<file path="src/hdl/ppc_pkg.sv">
package ppc_pkg;

	localparam int CATEGORY_COUNT = 24;
	localparam int MASK_W = 24;

	// internal widths
	localparam int VW = 34;    // view space, 12 fraction bits
	localparam int PW = 50;    // one projection product
	localparam int CW = 52;    // clip space, 24 fraction bits
	localparam int AW = 53;    // cx+cw, cw-cy, 2cw
	localparam int NW = 66;    // scaled numerator
	localparam int DW = 34;    // distance difference
	localparam int RGW = 28;   // range with 12 fraction bits
	localparam int SQW = 56;
	localparam int SSW = 58;
	localparam int RW = 69;    // divider remainder
	localparam int QW = 16;    // quotient bits
	localparam int DIV_STAGES = QW + 1;

	localparam logic [63:0] SCREEN_RESET = 64'h0000_001F_4043_8780;

	typedef enum logic [2:0] {
		ST_KEPT     = 3'd0,
		ST_HIDDEN   = 3'd1,
		ST_CATEGORY = 3'd2,
		ST_BEHIND   = 3'd3,
		ST_RANGE    = 3'd4
	} status_t;

	typedef enum logic [3:0] {
		REG_VIEW_X = 4'd0,
		REG_VIEW_Y = 4'd1,
		REG_VIEW_Z = 4'd2,
		REG_VIEW_W = 4'd3,
		REG_PROJ_X = 4'd4,
		REG_PROJ_Y = 4'd5,
		REG_PROJ_W = 4'd6,
		REG_SCREEN = 4'd7
	} cfg_reg_t;

	typedef struct packed {
		logic [15:0]        marker_id;
		logic signed [15:0] pos_x;
		logic signed [15:0] pos_y;
		logic signed [15:0] pos_z;
		logic               shown;
		logic [4:0]         category;
	} in_item_t;

	typedef struct packed {
		logic [15:0]        result_id;
		logic [2:0]         status;
		logic signed [15:0] screen_x;
		logic signed [15:0] screen_y;
		logic [15:0]        clip_depth;
	} out_item_t;

	typedef struct packed {
		logic [3:0][63:0] view;
		logic [2:0][63:0] proj;
		logic [63:0]      screen;
	} cfg_t;

	typedef struct packed {
		logic [15:0] marker_id;
		status_t     status;
		logic [15:0] depth;
	} side_t;

	typedef struct packed {
		logic          neg;
		logic          ovf;
		logic [NW-1:0] mag;
		logic [AW-1:0] den;
	} div_op_t;

	typedef struct packed {
		side_t   side;
		div_op_t op_x;
		div_op_t op_y;
	} front_out_t;

	function automatic logic signed [15:0] fld(input logic [63:0] row, input logic [1:0] k);
		return row[16*k +: 16];
	endfunction

endpackage

</file>
<file path="src/hdl/ppc_div.sv">
module ppc_div (
	input  logic               clk,
	input  logic               en,
	input  ppc_pkg::div_op_t   op,
	output logic signed [15:0] coord
);
	import ppc_pkg::*;

	logic [RW-1:0] rem_in [0:QW-1];
	logic [QW-1:0] q_in [0:QW-1];
	logic [AW-1:0] den_in [0:QW-1];
	logic          neg_in [0:QW-1];
	logic          ovf_in [0:QW-1];

	logic [RW-1:0] rem_s [1:QW];
	logic [QW-1:0] q_s [1:QW];
	logic [AW-1:0] den_s [1:QW];
	logic          neg_s [1:QW];
	logic          ovf_s [1:QW];

	logic [QW:0]   fq;
	logic          rem_nz;

	assign rem_in[0] = RW'(op.mag);
	assign q_in[0] = '0;
	assign den_in[0] = op.den;
	assign neg_in[0] = op.neg;
	assign ovf_in[0] = op.ovf;

	// one restoring step per stage, quotient msb first
	for (genvar k = 0; k < QW; k++) begin : g_step
		if (k > 0) begin : g_link
			assign rem_in[k] = rem_s[k];
			assign q_in[k] = q_s[k];
			assign den_in[k] = den_s[k];
			assign neg_in[k] = neg_s[k];
			assign ovf_in[k] = ovf_s[k];
		end
		logic [RW-1:0] trial;
		logic          ge;
		assign trial = RW'(den_in[k]) << (QW - 1 - k);
		assign ge = rem_in[k] >= trial;
		always_ff @(posedge clk) begin
			if (en) begin
				rem_s[k+1] <= ge ? rem_in[k] - trial : rem_in[k];
				q_s[k+1] <= {q_in[k][QW-2:0], ge};
				den_s[k+1] <= den_in[k];
				neg_s[k+1] <= neg_in[k];
				ovf_s[k+1] <= ovf_in[k];
			end
		end
	end

	// floor for negative numerators, then saturate
	assign rem_nz = rem_s[QW] != '0;
	assign fq = {1'b0, q_s[QW]} + (QW+1)'(rem_nz);

	always_ff @(posedge clk) begin
		if (en) begin
			if (!neg_s[QW])
				coord <= (ovf_s[QW] || q_s[QW][QW-1]) ? 16'sh7FFF : $signed(q_s[QW]);
			else if (ovf_s[QW] || fq > (QW+1)'(17'd32768))
				coord <= 16'sh8000;
			else
				coord <= $signed(QW'((QW+1)'(0) - fq));
		end
	end

endmodule

</file>
<file path="config.mk">
export PLATFORM = sky130hd
export DESIGN_NAME = ppc_div
export DESIGN_NICKNAME = d
export VERILOG_FILES = /design/src/hdl/ppc_pkg.sv /design/src/hdl/ppc_div.sv
export SDC_FILE = /design/constraint.sdc
export NUM_CORES = 2
export LEC_CHECK = 0
export BUFFER_PORTS_ARGS = -buffer_cell sky130_fd_sc_hd__buf_2
export CORE_MARGIN = 8
export CORE_UTILIZATION = 56
export CTS_CLUSTER_DIAMETER = 50
export DETAILED_ROUTE_END_ITERATION = 8
export PLACE_DENSITY_LB_ADDON = 0.15
export SLEW_MARGIN = 20
export SYNTH_ARGS = -nofsm -noshare
export SYNTH_HDL_FRONTEND = slang
export SYNTH_SLANG_ARGS = --single-unit
export TNS_END_PERCENT = 100
</file>
<file path="constraint.sdc">
create_clock -name clk -period 4.7 [get_ports clk]
set_clock_uncertainty 0.2 [all_clocks]
set_input_delay 0.47 -clock clk [delete_from_list [all_inputs] [get_ports clk]]
set_output_delay 0.47 -clock clk [all_outputs]
set_load 0.05 [all_outputs]
</file>
=== Word-level counts from Yosys, hierarchy flattened ===
Memories as Yosys holds them, arrays and structs flattened.
Cells that the tools add are included.

* $add $sub $neg: 18
* Reduce and logical (&&, ||, !) cells: 3
* Magnitude comparators: 17
* Muxes and demuxes: 21

{| class="wikitable"
|+ Operators by type and width
! operator !! count
|-
| 69-bit two-way mux || 16
|-
| 69-bit by 53-bit >= comparator with 1-bit output || 1
|-
| 69-bit by 54-bit >= comparator with 1-bit output || 1
|-
| 69-bit by 55-bit >= comparator with 1-bit output || 1
|-
| 69-bit by 56-bit >= comparator with 1-bit output || 1
|-
| 69-bit by 57-bit >= comparator with 1-bit output || 1
|-
| 69-bit by 58-bit >= comparator with 1-bit output || 1
|-
| 69-bit by 59-bit >= comparator with 1-bit output || 1
|-
| 69-bit by 60-bit >= comparator with 1-bit output || 1
|-
| 69-bit by 61-bit >= comparator with 1-bit output || 1
|-
| 69-bit by 62-bit >= comparator with 1-bit output || 1
|-
| 69-bit by 63-bit >= comparator with 1-bit output || 1
|-
| 69-bit by 64-bit >= comparator with 1-bit output || 1
|-
| 69-bit by 65-bit >= comparator with 1-bit output || 1
|-
| 69-bit by 66-bit >= comparator with 1-bit output || 1
|-
| 69-bit by 67-bit >= comparator with 1-bit output || 1
|-
| 69-bit nonzero test || 1
|-
| 66-bit by 68-bit subtractor with 69-bit output || 1
|-
| 69-bit by 53-bit subtractor with 69-bit output || 1
|-
| 69-bit by 54-bit subtractor with 69-bit output || 1
|-
| 69-bit by 55-bit subtractor with 69-bit output || 1
|-
| 69-bit by 56-bit subtractor with 69-bit output || 1
|-
| 69-bit by 57-bit subtractor with 69-bit output || 1
|-
| 69-bit by 58-bit subtractor with 69-bit output || 1
|-
| 16 further kinds || 20
|}

* Input bits: 123
* Memories kept: 5
* Bits in registers: 16
* Memory bits (writable): 2240

{| class="wikitable"
|+ Memory list
! name !! words !! bits a word !! rd ports !! clocked after Yosys merged registers in !! wr ports !! RTL line !! text
|-
| rem_s || 16 || 69 || 16 || 0 || 16 || ppc_div.sv:15 || <nowiki>logic [RW-1:0] rem_s [1:QW];</nowiki>
|-
| den_s || 16 || 53 || 15 || 0 || 16 || ppc_div.sv:17 || <nowiki>logic [AW-1:0] den_s [1:QW];</nowiki>
|-
| q_s || 16 || 16 || 16 || 0 || 16 || ppc_div.sv:16 || <nowiki>logic [QW-1:0] q_s [1:QW];</nowiki>
|-
| neg_s || 16 || 1 || 16 || 0 || 16 || ppc_div.sv:18 || <nowiki>logic neg_s [1:QW];</nowiki>
|-
| ovf_s || 16 || 1 || 16 || 0 || 16 || ppc_div.sv:19 || <nowiki>logic ovf_s [1:QW];</nowiki>
|}

=== Longest topological paths before layout ===
An unclocked memory read counts as a cell.

* Depth in word-level cells: 7
* Mapped depth: 19
* Depth with buffers taken out: 17

=== Worst setup path before layout ===
Ideal clock, no wire load.

* Kind: register to register
* Start: register den_s[0][636] (netlist name)
* End: register rem_s[0][957] (netlist name)
* Slack: 0.725 ns
* Buffers on the path: 1
* Required time: 4.233 ns
* Cell stages (with the launch flop): 17
* Arrival time: 3.509 ns
* Clock period less this slack: 3.975 ns
* Cell sequence: edfxtp_1 > ha_1 > fa_1 > nand2b_1 > a21oi_1 > o21ai_1 > a2111oi_4 > o21ai_1 > o21ai_2 > a41oi_2 > o31ai_4 > a31oi_2 > inv_2 > buf_4 > nand4_2 > o31ai_1 > o21ai_0

==> out/qor.txt <==
CP peak stage delay = 880 ps
Status = complete, but fails checks
Maximum Capacitance Violations = 0
Routability cong. = 1.06
Startpoint types = flop
Max Slew Vio Count = 0
Critical path's slowest cell = o21ai_0
Vias = 95400
Share of post-route cells with drive strength above 1 = 10.9%
Syn Nets = 13300
Post-synth EDFFs = 2083
DR iter-0 viols = 6523
Leak pwr = 0.0589 uW
Initial DRT Pass Iterations = 8
Clock power frac = 21.7%
Die height = 490 um
Commonest non-fill, non-tap cell in the layout = edfxtp_1
Crit-path cells = ha_1 > a21oi_1 > nor2b_1 > a21o_1 > nand2_1 > a211oi_1 > buf_4 > a31oi_1 > a41o_1 > a31oi_1 > o31a_2 > buf_12 > o21ai_0
Most frequent cells in the layout = edfxtp_1 (2083), a21oi_1 (1299), inv_1 (1093)
Family with the most delay on the worst path = compound AO/OA/AOI/OAI gates
Arr. time, crit path = 5060 ps
Most used cell, CP = a31oi_1
CTS buffer count = 281
Die area = 240000 um2
Final net count = 14000
ANT nets after route = 0
Violations in the final reports = negative setup slack
Dpl hpwl = 264000 um
Yosys top cell area share = 49.7%
Prevailing post-synth register cell = edfxtp_1
Overflow after GRT = 0
CP endpoint kind = flop
HP Class = in2reg
First-pass GRT wire length = 519000 um
Clock Tree Buf Depth = 4
Distinct cells, synth = 104
CTS tree = done
Hold Violations, Final = 0
Worst EP required = 5020 ps
DR WL/cell = 20.7 um
Starting density of the core = 56.1%
Clk slew on worst S/H paths = 50 ps
Post-synthesis cell type with the largest combined area = edfxtp_1
Final setup viols = 1
Critical path type = reg2reg
Seq cells post-synth = 2083
Sw Ratio = 38.0%
Dpl ws = -327 ps
Flop pwr share = 33.2%
Core Rows = 174
Root Buffer = clkbuf_16
Num Clock Sinks = 2083
Ys Warns = 0
H-tree Lvls = 5
PnR Total Power = 91700 uW
Int Pwr = 56900 uW
Worst skew pair latency = 920 ps
GRT Util Overall = 26.9%
Relative slew slack = 27.2%
Drc violations = 0
Gate power share = 45.1%
Drt total wl = 335000 um
Final Cycle Share = 101%
Vias per cell = 5.88
Max VDD drop = 443 uV
Core ar. = 224000 um2
Synth area leaders = edfxtp_1 (50%), ha_1 (8.4%), a21oi_1 (5.2%), xnor2_1 (3.5%), inv_1 (3.3%)
Post-Syn Area per Cell = 10.2 um2
Min Clock Period, post-route = 4730 ps
Port Buffers = 138
Worst setup margin = -31.3 ps
Initial antenna violation count = 9
Buffers and inverters on the worst path = 2
Ports = 139
Power per Cell Area = 637 nW/um2
Die width = 490 um
F_max = 211 MHz
Async set-reset flop share out of synthesis = 0%
Area Overhead vs Synth = 14.4%
Sequential share of the synthesized area = 49.7%
Largest net degree at the start of global routing = 117
Slew at the pin closest to its max-slew limit = 1080 ps
Vias in the first global route = 97800
Post-Syn Instances = 12300
Switching Power = 34800 uW
Synthesized area = 126000 um2
Critical Path Fanout Max = 62
-- metrics by stage --
stage	hold slack, ps	cell area [um2]	setup TNS [ps]	utilization (%)	instances
2_1_floorplan	200	126000	0	-	12300
3_3_place_gp	200	134000	-2870	59.7	15600
4_1_cts	22.7	144000	0	64.2	16200
3_5_place_dp	205	134000	-2020	59.7	15600
6_report	96.2	144000	-31.3	64.3	16200
5_1_grt	58.7	144000	-24.5	64.3	16200
-- kinds of logic (layout without fill, tap and decap cells) --
group | count (synthesis) | in the layout | synth area share, %
other | 0 | 16 | 0
adders and majority gates | 865 | 865 | 8.70
DFF | 2083 | 2083 | 49.7
buffers and inverters | 1556 | 2462 | 4.71
AOI/OAI and AO/OA | 3547 | 3547 | 17.4
and+or+nand+nor | 3206 | 3206 | 12.0
xor gates and xnor gates | 920 | 920 | 6.41
muxes | 119 | 119 | 1.05
-- synthesized netlist by cell type (239+ instances only) --
cell type / n
xnor2_1: 503
o21ai_0: 783
nand2_1: 966
edfxtp_1: 2083
clkbuf_1: 384
inv_1: 1094
nand4_1: 239
a21o_1: 530
a21oi_1: 1301
nor2_1: 909
ha_1: 849
xor2_1: 417
-- path summary, 6_finish.rpt --
path | from | end | slack (ps) | cells after the start
worst min register to register | q_s[0][250]$_DFFE_PP_ | q_s[0][267]$_DFFE_PP_ | 210 | 0
worst max-delay path | rem_s[0][1038]$_DFFE_PP_ | rem_s[0][1156]$_DFFE_PP_ | -30 | 13
worst min-delay path | op[64] | rem_s[0][80]$_DFFE_PP_ | 100 | 2
worst max register to register | rem_s[0][1038]$_DFFE_PP_ | rem_s[0][1156]$_DFFE_PP_ | -30 | 13
-- power by group through the flow --
stage	registers (uW)	clock network (uW)	logic (uW)
floorplan	29300	0	29100
global placement	30600	0	39700
detailed placement	30600	0	40500
CTS	30300	20300	40800
global route	30800	21000	45400
finish	30400	19900	41400
-- worst reg2reg max path, cell delays in order, from the launching register on --
cell      delay (ps)
edfxtp_1         420
ha_1             490
a21oi_1          150
nor2b_1          150
a21o_1           210
nand2_1          110
a211oi_1          90
buf_4            160
a31oi_1          380
a41o_1           340
a31oi_1          170
o31a_2           400
buf_12           200
o21ai_0          900
-- metal layers --
| layer | up-vias | routed length (um) | track usage [%] |
|---|---|---|---|
| met2 | 3191 | 176000 | 51.4 |
| met5 | - | 0 | 0 |
| li1 | 46300 | - | - |
| met3 | 1182 | 12000 | 2.76 |
| met4 | 0 | 30400 | 20.6 |
| met1 | 44700 | 117000 | 26.4 |
-- timing repair --
| action | CTS | global route |
|---|---|---|
| resized for setup | 8 | 38 |
| hold endpoints to repair | 180 | 0 |
| buffers inserted | 0 | 1 |
| pin swaps | 4 | 16 |
| hold buffers | 122 | 0 |
| setup endpoints to repair | 16 | 71 |
-- flip-flops by register name, indices dropped and copies added (netlist names) --
register and flops:
ovf_s 16, den_s 795, q_s 136, rem_s 1104, neg_s 16, coord 16
-- final cells by class --
class	count	area, um2
clock buffers	317	7340
fillers	17300	80100
repair buffers	888	7100
flip-flops and latches	2083	62600
well taps	2992	3740
clock inverters	159	1390
inverters	1098	4120
multi-input cells	8657	57700
diodes	16	40.0
Power figures use the tool's default switching activity.
